--- config.mk ---
export PLATFORM = sky130hd
export DESIGN_NAME = iq_downconverter_eighth_rate_top
export DESIGN_NICKNAME = d
export VERILOG_FILES = /design/src/rtl/iqdc8_pkg.sv /design/src/rtl/iq_downconverter_eighth_rate_top.sv /design/src/rtl/iqdc8_mixer.sv
export VERILOG_INCLUDE_DIRS = /design/src /design/src/rtl
export SDC_FILE = /design/constraint.sdc
export NUM_CORES = 2
export LEC_CHECK = 0
export BUFFER_PORTS_ARGS = -buffer_cell sky130_fd_sc_hd__buf_2
export CAP_MARGIN = 30
export CORE_MARGIN = 10
export CORE_UTILIZATION = 39
export CTS_CLUSTER_DIAMETER = 100
export DETAILED_ROUTE_END_ITERATION = 16
export PLACE_DENSITY = 0.67
export SETUP_SLACK_MARGIN = 0.4
export SYNTH_ARGS = -nofsm -noshare
export SYNTH_HDL_FRONTEND = slang
export SYNTH_SLANG_ARGS = --single-unit
--- constraint.sdc ---
create_clock -name clk_i -period 8.3 [get_ports clk_i]
set_input_delay 0.415 -clock clk_i [delete_from_list [all_inputs] [get_ports clk_i]]
set_output_delay 0.415 -clock clk_i [all_outputs]
set_load 0.005 [all_outputs]
--- src/rtl/iq_downconverter_eighth_rate_top_macros.svh ---
// assertion helpers, sampled on clk_i and held off while rst_ni is low
`ifndef IQ_DOWNCONVERTER_EIGHTH_RATE_TOP_MACROS_SVH
`define IQ_DOWNCONVERTER_EIGHTH_RATE_TOP_MACROS_SVH

// property that must hold at every edge
`define IQDC8_ASSERT(name, prop, msg) \
  name: assert property (@(posedge clk_i) disable iff (!rst_ni) (prop)) else $error(msg);

// condition now implies condition in the next cycle
`define IQDC8_ASSERT_NEXT(name, pre, post, msg) \
  name: assert property (@(posedge clk_i) disable iff (!rst_ni) (pre) |=> (post)) \
    else $error(msg);

`endif

--- src/rtl/iqdc8_pkg.sv ---
package iqdc8_pkg;

  localparam int unsigned SAMPLE_W = 12;
  localparam int unsigned CNT_W    = 12;
  localparam int unsigned SLOT_W   = 3;
  localparam int unsigned WGT_W    = 17;
  localparam int unsigned PROD_W   = SAMPLE_W + 1 + WGT_W;
  localparam int unsigned SUM_W    = 32;
  localparam int unsigned OUT_W    = 24;
  localparam int unsigned NUM_SUMS = 4;

  localparam logic [CNT_W-1:0]  SPV_RESET      = 12'd96;
  localparam logic [CNT_W:0]    PAIRS_PER_GRP  = 13'd8;
  localparam logic [SLOT_W-1:0] LAST_SLOT      = 3'd7;

  localparam logic signed [WGT_W-1:0] W_FULL = 17'sd32768;
  localparam logic signed [WGT_W-1:0] W_DIAG = 17'sd23170;
  localparam logic signed [WGT_W-1:0] W_ZERO = 17'sd0;

  // sum order: ch0 re, ch0 im, ch1 re, ch1 im
  typedef struct packed {
    logic                          valid;
    logic [NUM_SUMS-1:0][SUM_W-1:0] sums;
  } grp_t;

  function automatic logic signed [WGT_W-1:0] cos_w(input logic [SLOT_W-1:0] k);
    logic signed [WGT_W-1:0] w;
    unique case (k)
      3'd0:    w = W_FULL;
      3'd1:    w = W_DIAG;
      3'd2:    w = W_ZERO;
      3'd3:    w = -W_DIAG;
      3'd4:    w = -W_FULL;
      3'd5:    w = -W_DIAG;
      3'd6:    w = W_ZERO;
      default: w = W_DIAG;
    endcase
    return w;
  endfunction

  function automatic logic signed [WGT_W-1:0] sin_w(input logic [SLOT_W-1:0] k);
    logic signed [WGT_W-1:0] w;
    unique case (k)
      3'd0:    w = W_ZERO;
      3'd1:    w = W_DIAG;
      3'd2:    w = W_FULL;
      3'd3:    w = W_DIAG;
      3'd4:    w = W_ZERO;
      3'd5:    w = -W_DIAG;
      3'd6:    w = -W_FULL;
      default: w = -W_DIAG;
    endcase
    return w;
  endfunction

  // divide by 128, rounding toward zero
  function automatic logic signed [SUM_W-1:0] div128(input logic signed [SUM_W-1:0] x);
    logic signed [SUM_W-1:0] bias;
    bias = x[SUM_W-1] ? 32'sd127 : 32'sd0;
    return (x + bias) >>> 7;
  endfunction

  // divide by 256, rounding toward zero, keep the output width
  function automatic logic [OUT_W-1:0] div256(input logic signed [SUM_W-1:0] x);
    logic signed [SUM_W-1:0] bias;
    logic signed [SUM_W-1:0] q;
    bias = x[SUM_W-1] ? 32'sd255 : 32'sd0;
    q    = (x + bias) >>> 8;
    return q[OUT_W-1:0];
  endfunction

endpackage

--- src/rtl/iq_downconverter_eighth_rate_top.sv ---
// channel  | dir | handshake                       | payload
// s_axis   | in  | s_axis_tvalid_i/s_axis_tready_o | sample pair (24 bits)
// m_axis   | out | m_axis_tvalid_o/m_axis_tready_i | four iq results (96 bits)
// cfg      | in  | cfg_valid_i/cfg_ready_o         | samples_per_value (12 bits)
//
// one pair per cycle unless stalled; input, multiply, group sum, running sum and
// output registers; a result per samples_per_value pairs, in whole groups of eight
// reset clears slot, pair count, group and running sums; samples_per_value is 96
// a held result stalls intake only when the next result is already one stage
// behind it; otherwise pairs keep flowing while the result waits
module iq_downconverter_eighth_rate_top (
  input  logic        clk_i,
  input  logic        rst_ni,
  input  logic        s_axis_tvalid_i,
  output logic        s_axis_tready_o,
  input  logic [23:0] s_axis_tdata_i,  // sample_a [11:0], sample_b [23:12]
  output logic        m_axis_tvalid_o,
  input  logic        m_axis_tready_i,
  output logic [95:0] m_axis_tdata_o,  // ch0_re [23:0], ch0_im [47:24],
                                       // ch1_re [71:48], ch1_im [95:72]
  input  logic        cfg_valid_i,
  output logic        cfg_ready_o,
  input  logic [11:0] cfg_data_i
);

  `include "iq_downconverter_eighth_rate_top_macros.svh"

  localparam int unsigned SW = iqdc8_pkg::SUM_W;
  localparam int unsigned OW = iqdc8_pkg::OUT_W;
  localparam int unsigned CW = iqdc8_pkg::CNT_W;

  logic                   adv;
  iqdc8_pkg::grp_t        grp;

  logic [CW-1:0]          spv_q;
  logic [CW-1:0]          cnt_q;
  logic [CW:0]            cnt_next;
  logic                   dump;

  logic signed [SW-1:0]   run_q  [iqdc8_pkg::NUM_SUMS];
  logic signed [SW-1:0]   run_d  [iqdc8_pkg::NUM_SUMS];
  logic signed [SW-1:0]   dmp_q  [iqdc8_pkg::NUM_SUMS];
  logic                   dv_q;

  logic                   out_valid_q;
  logic [95:0]            out_data_q;

  // freeze the pipe only when a new result would land on a stalled one
  assign adv             = !(dv_q && out_valid_q && !m_axis_tready_i);
  assign s_axis_tready_o = adv;
  assign cfg_ready_o     = 1'b1;

  iqdc8_mixer u_mixer (
    .clk_i      (clk_i),
    .rst_ni     (rst_ni),
    .en_i       (adv),
    .valid_i    (s_axis_tvalid_i),
    .sample_a_i (s_axis_tdata_i[11:0]),
    .sample_b_i (s_axis_tdata_i[23:12]),
    .grp_o      (grp)
  );

  always_comb begin
    cnt_next = {1'b0, cnt_q} + iqdc8_pkg::PAIRS_PER_GRP;
    dump     = cnt_next >= {1'b0, spv_q};
    for (int i = 0; i < iqdc8_pkg::NUM_SUMS; i++) begin
      run_d[i] = run_q[i] + iqdc8_pkg::div128($signed(grp.sums[i]));
    end
  end

  always_ff @(posedge clk_i or negedge rst_ni) begin
    if (!rst_ni) begin
      spv_q <= iqdc8_pkg::SPV_RESET;
    end else if (cfg_valid_i) begin
      spv_q <= cfg_data_i;
    end
  end

  always_ff @(posedge clk_i or negedge rst_ni) begin
    if (!rst_ni) begin
      cnt_q <= '0;
      dv_q  <= 1'b0;
      for (int i = 0; i < iqdc8_pkg::NUM_SUMS; i++) begin
        run_q[i] <= '0;
      end
    end else if (adv) begin
      dv_q <= grp.valid && dump;
      if (grp.valid) begin
        cnt_q <= dump ? '0 : cnt_next[CW-1:0];
        for (int i = 0; i < iqdc8_pkg::NUM_SUMS; i++) begin
          run_q[i] <= dump ? '0 : run_d[i];
        end
      end
    end
  end

  always_ff @(posedge clk_i) begin
    if (adv && grp.valid && dump) begin
      for (int i = 0; i < iqdc8_pkg::NUM_SUMS; i++) begin
        dmp_q[i] <= run_d[i];
      end
    end
  end

  always_ff @(posedge clk_i or negedge rst_ni) begin
    if (!rst_ni) begin
      out_valid_q <= 1'b0;
    end else begin
      if (adv && dv_q) begin
        out_valid_q <= 1'b1;
      end else if (out_valid_q && m_axis_tready_i) begin
        out_valid_q <= 1'b0;
      end
    end
  end

  always_ff @(posedge clk_i) begin
    if (adv && dv_q) begin
      for (int i = 0; i < iqdc8_pkg::NUM_SUMS; i++) begin
        out_data_q[i*OW +: OW] <= iqdc8_pkg::div256(dmp_q[i]);
      end
    end
  end

  assign m_axis_tvalid_o = out_valid_q;
  assign m_axis_tdata_o  = out_data_q;

  // counts advance in whole groups
  `IQDC8_ASSERT(a_cnt_group_aligned, cnt_q[2:0] == 3'd0, "pair count not group aligned")
  // dumps come at least a group apart
  `IQDC8_ASSERT_NEXT(a_dump_spacing, dv_q && adv, !dv_q, "back to back dumps")
  // a result only appears out of the dump stage
  `IQDC8_ASSERT(a_out_from_dump, $rose(m_axis_tvalid_o) |-> $past(dv_q),
                "result without a dump")

endmodule

--- src/rtl/iqdc8_mixer.sv ---
module iqdc8_mixer (
  input  logic                              clk_i,
  input  logic                              rst_ni,
  input  logic                              en_i,
  input  logic                              valid_i,
  input  logic [iqdc8_pkg::SAMPLE_W-1:0]    sample_a_i,
  input  logic [iqdc8_pkg::SAMPLE_W-1:0]    sample_b_i,
  output iqdc8_pkg::grp_t                   grp_o
);

  localparam int unsigned PW = iqdc8_pkg::PROD_W;
  localparam int unsigned SW = iqdc8_pkg::SUM_W;

  // input register
  logic                               v1_q;
  logic [iqdc8_pkg::SLOT_W-1:0]       slot_q, slot1_q;
  logic [iqdc8_pkg::SAMPLE_W-1:0]     a1_q, b1_q;

  // product register
  logic                               v2_q;
  logic [iqdc8_pkg::SLOT_W-1:0]       slot2_q;
  logic signed [PW-1:0]               p_q [iqdc8_pkg::NUM_SUMS];
  logic signed [PW-1:0]               p_d [iqdc8_pkg::NUM_SUMS];

  // group sums
  logic signed [SW-1:0]               gs_q [iqdc8_pkg::NUM_SUMS];
  logic signed [SW-1:0]               gs_d [iqdc8_pkg::NUM_SUMS];
  logic                               grp_valid_q;
  logic [iqdc8_pkg::NUM_SUMS-1:0][SW-1:0] grp_sums_q;

  logic signed [iqdc8_pkg::WGT_W-1:0] wc, ws;
  logic signed [iqdc8_pkg::SAMPLE_W:0] sa, sb;

  always_comb begin
    wc     = iqdc8_pkg::cos_w(slot1_q);
    ws     = iqdc8_pkg::sin_w(slot1_q);
    sa     = $signed({1'b0, a1_q});
    sb     = $signed({1'b0, b1_q});
    p_d[0] = sa * wc;
    p_d[1] = sa * ws;
    p_d[2] = sb * wc;
    p_d[3] = sb * ws;
  end

  always_comb begin
    for (int i = 0; i < iqdc8_pkg::NUM_SUMS; i++) begin
      gs_d[i] = gs_q[i] + $signed({{(SW-PW){p_q[i][PW-1]}}, p_q[i]});
    end
  end

  always_ff @(posedge clk_i or negedge rst_ni) begin
    if (!rst_ni) begin
      v1_q   <= 1'b0;
      slot_q <= '0;
    end else if (en_i) begin
      v1_q <= valid_i;
      if (valid_i) begin
        slot_q <= slot_q + 3'd1;
      end
    end
  end

  always_ff @(posedge clk_i) begin
    if (en_i && valid_i) begin
      a1_q    <= sample_a_i;
      b1_q    <= sample_b_i;
      slot1_q <= slot_q;
    end
  end

  always_ff @(posedge clk_i or negedge rst_ni) begin
    if (!rst_ni) begin
      v2_q <= 1'b0;
    end else if (en_i) begin
      v2_q <= v1_q;
    end
  end

  always_ff @(posedge clk_i) begin
    if (en_i && v1_q) begin
      slot2_q <= slot1_q;
      for (int i = 0; i < iqdc8_pkg::NUM_SUMS; i++) begin
        p_q[i] <= p_d[i];
      end
    end
  end

  always_ff @(posedge clk_i or negedge rst_ni) begin
    if (!rst_ni) begin
      grp_valid_q <= 1'b0;
      for (int i = 0; i < iqdc8_pkg::NUM_SUMS; i++) begin
        gs_q[i] <= '0;
      end
    end else if (en_i) begin
      grp_valid_q <= v2_q && (slot2_q == iqdc8_pkg::LAST_SLOT);
      if (v2_q) begin
        for (int i = 0; i < iqdc8_pkg::NUM_SUMS; i++) begin
          gs_q[i] <= (slot2_q == iqdc8_pkg::LAST_SLOT) ? '0 : gs_d[i];
        end
      end
    end
  end

  // closing sums of a group, handed on with the last pair
  always_ff @(posedge clk_i) begin
    if (en_i && v2_q && (slot2_q == iqdc8_pkg::LAST_SLOT)) begin
      for (int i = 0; i < iqdc8_pkg::NUM_SUMS; i++) begin
        grp_sums_q[i] <= gs_d[i];
      end
    end
  end

  assign grp_o = {grp_valid_q, grp_sums_q};

endmodule
Yosys cells after proc, flatten, opt, wreduce, memory -nomap -nowiden
Memories as Yosys holds them, arrays and structs flattened. Index checks and enable logic that the tools add are counted.

Input bits: 41. Output and inout bits: 99. Flip-flop bits (word level): 542. Memories: 2. Memory bits (writable): 248.

Memory list: dmp_q (words 4, width 32, read ports 4, clocked after memory_dff 0, wr ports 4, RTL line iq_downconverter_eighth_rate_top.sv:42) `logic signed [SW-1:0] dmp_q [iqdc8_pkg::NUM_SUMS];`; u_mixer.p_q (words 4, width 30, read ports 4, clocked after memory_dff 0, wr ports 4, RTL line iqdc8_mixer.sv:22) `logic signed [PW-1:0] p_q [iqdc8_pkg::NUM_SUMS];`.

Muxes and demuxes: 25. $lt $le $gt $ge: 1. Reduce and logical (&&, ||, !) cells: 23. Add/subtract/negate cells: 18. Bitwise gates (word level): 1. Multipliers: 4. Eq/ne operators: 7.

Operators by type and width (count): 2-to-1 mux 32 bit (8); case mux 17 bit (4 select lines) (2); adder 32 x 25 -> 32 bit (4); adder 32 x 30 -> 32 bit (4); adder 32 x 8 -> 32 bit (4); adder 32 x 9 -> 32 bit (4); multiplier 13 x 17 -> 30 bit (4); 2-to-1 mux 8 bit (4); 2-to-1 mux 7 bit (4); adder 12 x 4 -> 13 bit (second input constant) (1); >= comparator 13 x 12 -> 1 bit (1); equality test 3 bit (second input constant) (4); logical AND 1 bit (12); 2-to-1 mux 12 bit (1); OR reduction 2 bit (4); equality test 3 x 2 -> 1 bit (second input constant) (2); 2-to-1 mux 1 bit (6); AND reduction 2 bit (3); adder 3 x 1 -> 3 bit (second input constant) (1); equality test 3 x 1 -> 1 bit (second input constant) (1); zero test 3 bit (1); zero test 1 bit (2); nonzero test 2 bit (1); inverter 1 bit (1).

Longest topological paths before layout
Depth in word-level cells: 7. Gate-level depth with buffers: 28. Gate-level depth less buffers: 28.

By module
From an unflattened synthesis, not the netlist that was laid out.

Cells, all modules: 6412. Area, all modules: 66038.3 µm².

By module, submodules not included: iqdc8_mixer (area an instance 42600.9 µm², sequential area each 11300.8 µm², cells an instance 4110, times used 1); iq_downconverter_eighth_rate_top (area an instance 23437.5 µm², sequential area each 10507.6 µm², cells an instance 2302, times used 1).

Worst setup path before layout
OpenSTA, ideal clock, no wires.

Path type: register to register. Start: reg cnt_q[3]. End: mem dmp_q[0][0] in the netlist's numbering (enable). Arrival time: 7.607 ns. Path buffers: 1. Period minus slack after synthesis: 8.224 ns. Cell stages (with the launch flop): 12. Required time: 7.683 ns. Setup slack: 0.076 ns. Cells stage by stage: dfrtp_1 > ha_1 > and3_1 > and3_1 > and3_1 > xor2_1 > ha_1 > a21boi_0 > a311oi_1 > o21a_1 > clkbuf_1 > nor2_1.

RTL lines: start: declaration (RTL line iq_downconverter_eighth_rate_top.sv:36) `logic [CW-1:0] cnt_q;`; start signal: assignment (RTL line iq_downconverter_eighth_rate_top.sv:89) `cnt_q <= dump ? '0 : cnt_next[CW-1:0];`; end: declaration (RTL line iq_downconverter_eighth_rate_top.sv:42).

==> reports/metrics.yaml <==
run_status:
  status: "complete, no violations"
drt:
  viasPerCell: 5.13
  drcViolationCount: 0
  ant_nets: 0
  finalWirelength_mm: 148
  post_drt_wl_per_cell_um: 16.6
  first_pass_iters: 5
  drt-initial-drc-count: 2427
  num_vias: 45700
sta:
  fin_worst_skew_ns: 0.0257
  drv_slew: 0
  setup-violations-final: 0
  rsz0062_at_grt: "no"
  finalSetupTns_ns: 0
  worst_pin_slew_ns: 1.08
  max-slew-margin-rel_pct: 27.7
  layout_min_cycle_time_ns: 7.30
  max_freq_mhz: 137
  fin_crit_sh_pct: 88.0
  setup_slack_ns: 0.997
  hold_viol: 0
grt:
  antenna_found_initial: 12
  use_met3_pct: 1.86
  grt_busiest_layer: "met2"
  grt_pass1_wl_mm: 245
  grt_usage_pct: 15.8
  grt_max_degree: 75
  grt_pass1_vias: 46800
  grt_overflow: 0
  grtUsageMet2_pct: 26.0
  use_met1_pct: 21.7
synthesis:
  mappedNetlistArea_um2: 66400
  synth_ff_type: "edfxtp_1"
  synthArstFlopShare_pct: 36.4
  yosysMostFrequentCell: "inv_1"
  syn_inst: 6477
  synth_top_cell_by_area: "edfxtp_1"
  synth.avg_cell_area_um2: 10.2
  synth_edf_count: 492
  synth-seq-cells: 773
  synth_top_area_share_pct: 22.3
  ys_warn_count: 0
  seq_area_frac_synth_pct: 32.9
  synth_cell_types: 95
  yosys-top-cells-count: "inv_1, ha_1, fa_1, nand2_1, edfxtp_1"
  synthTopCellsByArea: "edfxtp_1, fa_1, ha_1, dfrtp_1, inv_1"
setup_path:
  ff2ff_setup_slack_ns: 1.0
  critPathMaxStageDelay_ns: 0.80
  endpoint_kind: "flip-flop"
  setup.worst_path.start: "u_mixer.slot1_q[0]"
  crit_end: "u_mixer.p_q[2][27]"
  critPathSlowestCell: "edfxtp_1"
  r2r_cells: 23
  regToRegEndpoint: "u_mixer.p_q[2][27]"
  critPathKind: "reg -> reg"
  path_cells: "inv_1 -> buf_4 -> nor2_1 -> nand2_1 -> fa_1 -> inv_1 -> fa_1 -> fa_1 -> fa_1 -> inv_1 -> fa_1 -> inv_1 -> ha_1 -> a21o_1 -> a21o_1 -> a21oi_1 -> nand2_1 -> o211a_1 -> o31ai_1 -> a21oi_1 -> a21o_1 -> a31oi_1 -> xnor2_1"
  cpMostUsedCell: "fa_1"
  crit_fanout: 26
  worstSetupStartpointType: "flip-flop"
  reg2reg_from: "u_mixer.slot1_q[0]"
  required_ns: 8.74
  worstPathArrival_ns: 7.74
place:
  pre_cts_ws_ns: 1.05
  gp_congestion: 0.897
  hpwlAfterDp_mm: 117
  io_buffers: 138
cells_and_area:
  finalNetCount: 7829
  areaGrowthSynthToFinish_pct: 9.84
  drive_above_1_share_pct: 6.21
die:
  chipWidth_um: 433
  rows: 151
  die_h_um: 433
  ios: 140
  die-area_um2: 187000
  start_util_pct: 39.2
  core_area_um2: 169000
clock_tree:
  tritoncts: "done"
  clockBufferDepth: 3
  post-cts-setup-buffer-count: 0
  clk_pin_slew_worst_paths_ns: 0.06
  cts_root_buf: "clkbuf_16"
  htree_levels: 3
  clock_sinks: 773
  clock_latency_ns: 0.69
  cts_buffers: 85
flow_run:
  max_cap_violations: 0
min_path:
  hold_class: "in -> reg"
## per-stage QoR
step / std cells / hold WS, ns / instance area [um2] / utilization [%]
5_1_grt: 8906 / 0.142 / 72900 / 43.1
3_5_place_dp: 8706 / 0.463 / 69600 / 41.1
4_1_cts: 8901 / 0.0601 / 72900 / 43.1
6_report: 8909 / 0.120 / 72900 / 43.1
2_1_floorplan: 6492 / 0.119 / 66400 / -
3_3_place_gp: 8705 / 0.455 / 69600 / 41.1
## area by class of cell
type                    count  area (um2)
fillers                 15900       96400
multi-input cells        4546       40300
clock buffers             104        2350
well taps                2218        2780
inverters                 990        3720
repair buffers            217        1390
clock inverters            53         558
diodes                      8        20.0
flip-flops and latches    773       21800
## placed cells by master (no fill, tap or decap), types with 49 or more instances in the layout
| cell type | netlist | layout |
|---|---|---|
| edfxtp_1 | 492 | 492 |
| xnor2_1 | 372 | 372 |
| a21o_1 | 229 | 229 |
| nand2_1 | 551 | 549 |
| a21oi_1 | 285 | 285 |
| inv_1 | 990 | 990 |
| o21bai_1 | 49 | 49 |
| o21ai_0 | 213 | 213 |
| and2_1 | 116 | 113 |
| nor2_1 | 291 | 286 |
| and3_1 | 74 | 74 |
| xor2_1 | 201 | 201 |
| a22o_1 | 154 | 154 |
| fa_1 | 580 | 580 |
| ha_1 | 595 | 595 |
| nor3_1 | 78 | 78 |
| buf_2 | 0 | 137 |
| dfrtp_1 | 279 | 279 |
| nand3_1 | 152 | 151 |
| clkbuf_16 | 0 | 88 |
| nand4_1 | 71 | 71 |
## worst min path at each step
stage	start	end	slack [ns]	cells past startpoint
4_1_cts	cfg_valid_i	spv_q[5]	0.06	3
2_1_floorplan	rst_ni	cnt_q[10]	0.12	0
3_3_place_gp	u_mixer.gs_q[65]	u_mixer.gs_q[65]	0.46	2
3_5_place_dp	run_q[110]	run_q[110]	0.46	2
5_1_grt	cfg_valid_i	spv_q[5]	0.14	3
6_report	cfg_valid_i	spv_q[5]	0.12	3
## sequential cells by signal, summed over array words and instances, names as in the netlist, 3 cells and up
| name | cells |
|---|---|
| u_mixer.a1_q | 12 |
| spv_q | 12 |
| m_axis_tdata_o | 96 |
| u_mixer.slot_q | 3 |
| dmp_q | 128 |
| cnt_q | 9 |
| u_mixer.gs_q | 124 |
| run_q | 128 |
| u_mixer.grp_o | 124 |
| u_mixer.p_q | 114 |
| u_mixer.slot2_q | 3 |
| u_mixer.b1_q | 12 |
| u_mixer.slot1_q | 3 |
## routing by layer
metal,wire length (um),vias up
li1,-,22200
met5,53,-
met1,69100,22300
met3,6720,227
met4,4190,8
met2,68200,974
## worst max-delay path: cells and delay by family, from the launching register on
kind	cells	cell delay, ns
adder cells (fa/ha/maj)	6	2.96
AO/OA/AOI/OAI	8	1.72
AND/OR/NAND/NOR	3	0.93
flip-flops	1	0.80
buffers and inverters	5	0.53
XOR/XNOR	1	0.08
## cells by family (layout without fill, tap and decap cells)
kind of cell	count (synthesis)	count (layout)	synth area share (%)
AOI/OAI and AO/OA	1260	1260	13.2
xor gates and xnor gates	574	574	7.58
adders and majority gates	1175	1175	28.7
buffers and inverters	1173	1364	6.64
DFF	773	773	32.9
muxes	10	10	0.162
other	2	25	0.0113
and+or+nand+nor	1510	1510	10.8
## timing repair
item / 4_1_cts / 5_1_grt
hold endpoints to repair: 108 / 0
hold buffers: 38 / 0
gates resized for setup: 0 / 0
Power is not shown: default switching activity piles up to over one toggle a cycle in this logic, so the estimate is an artifact.
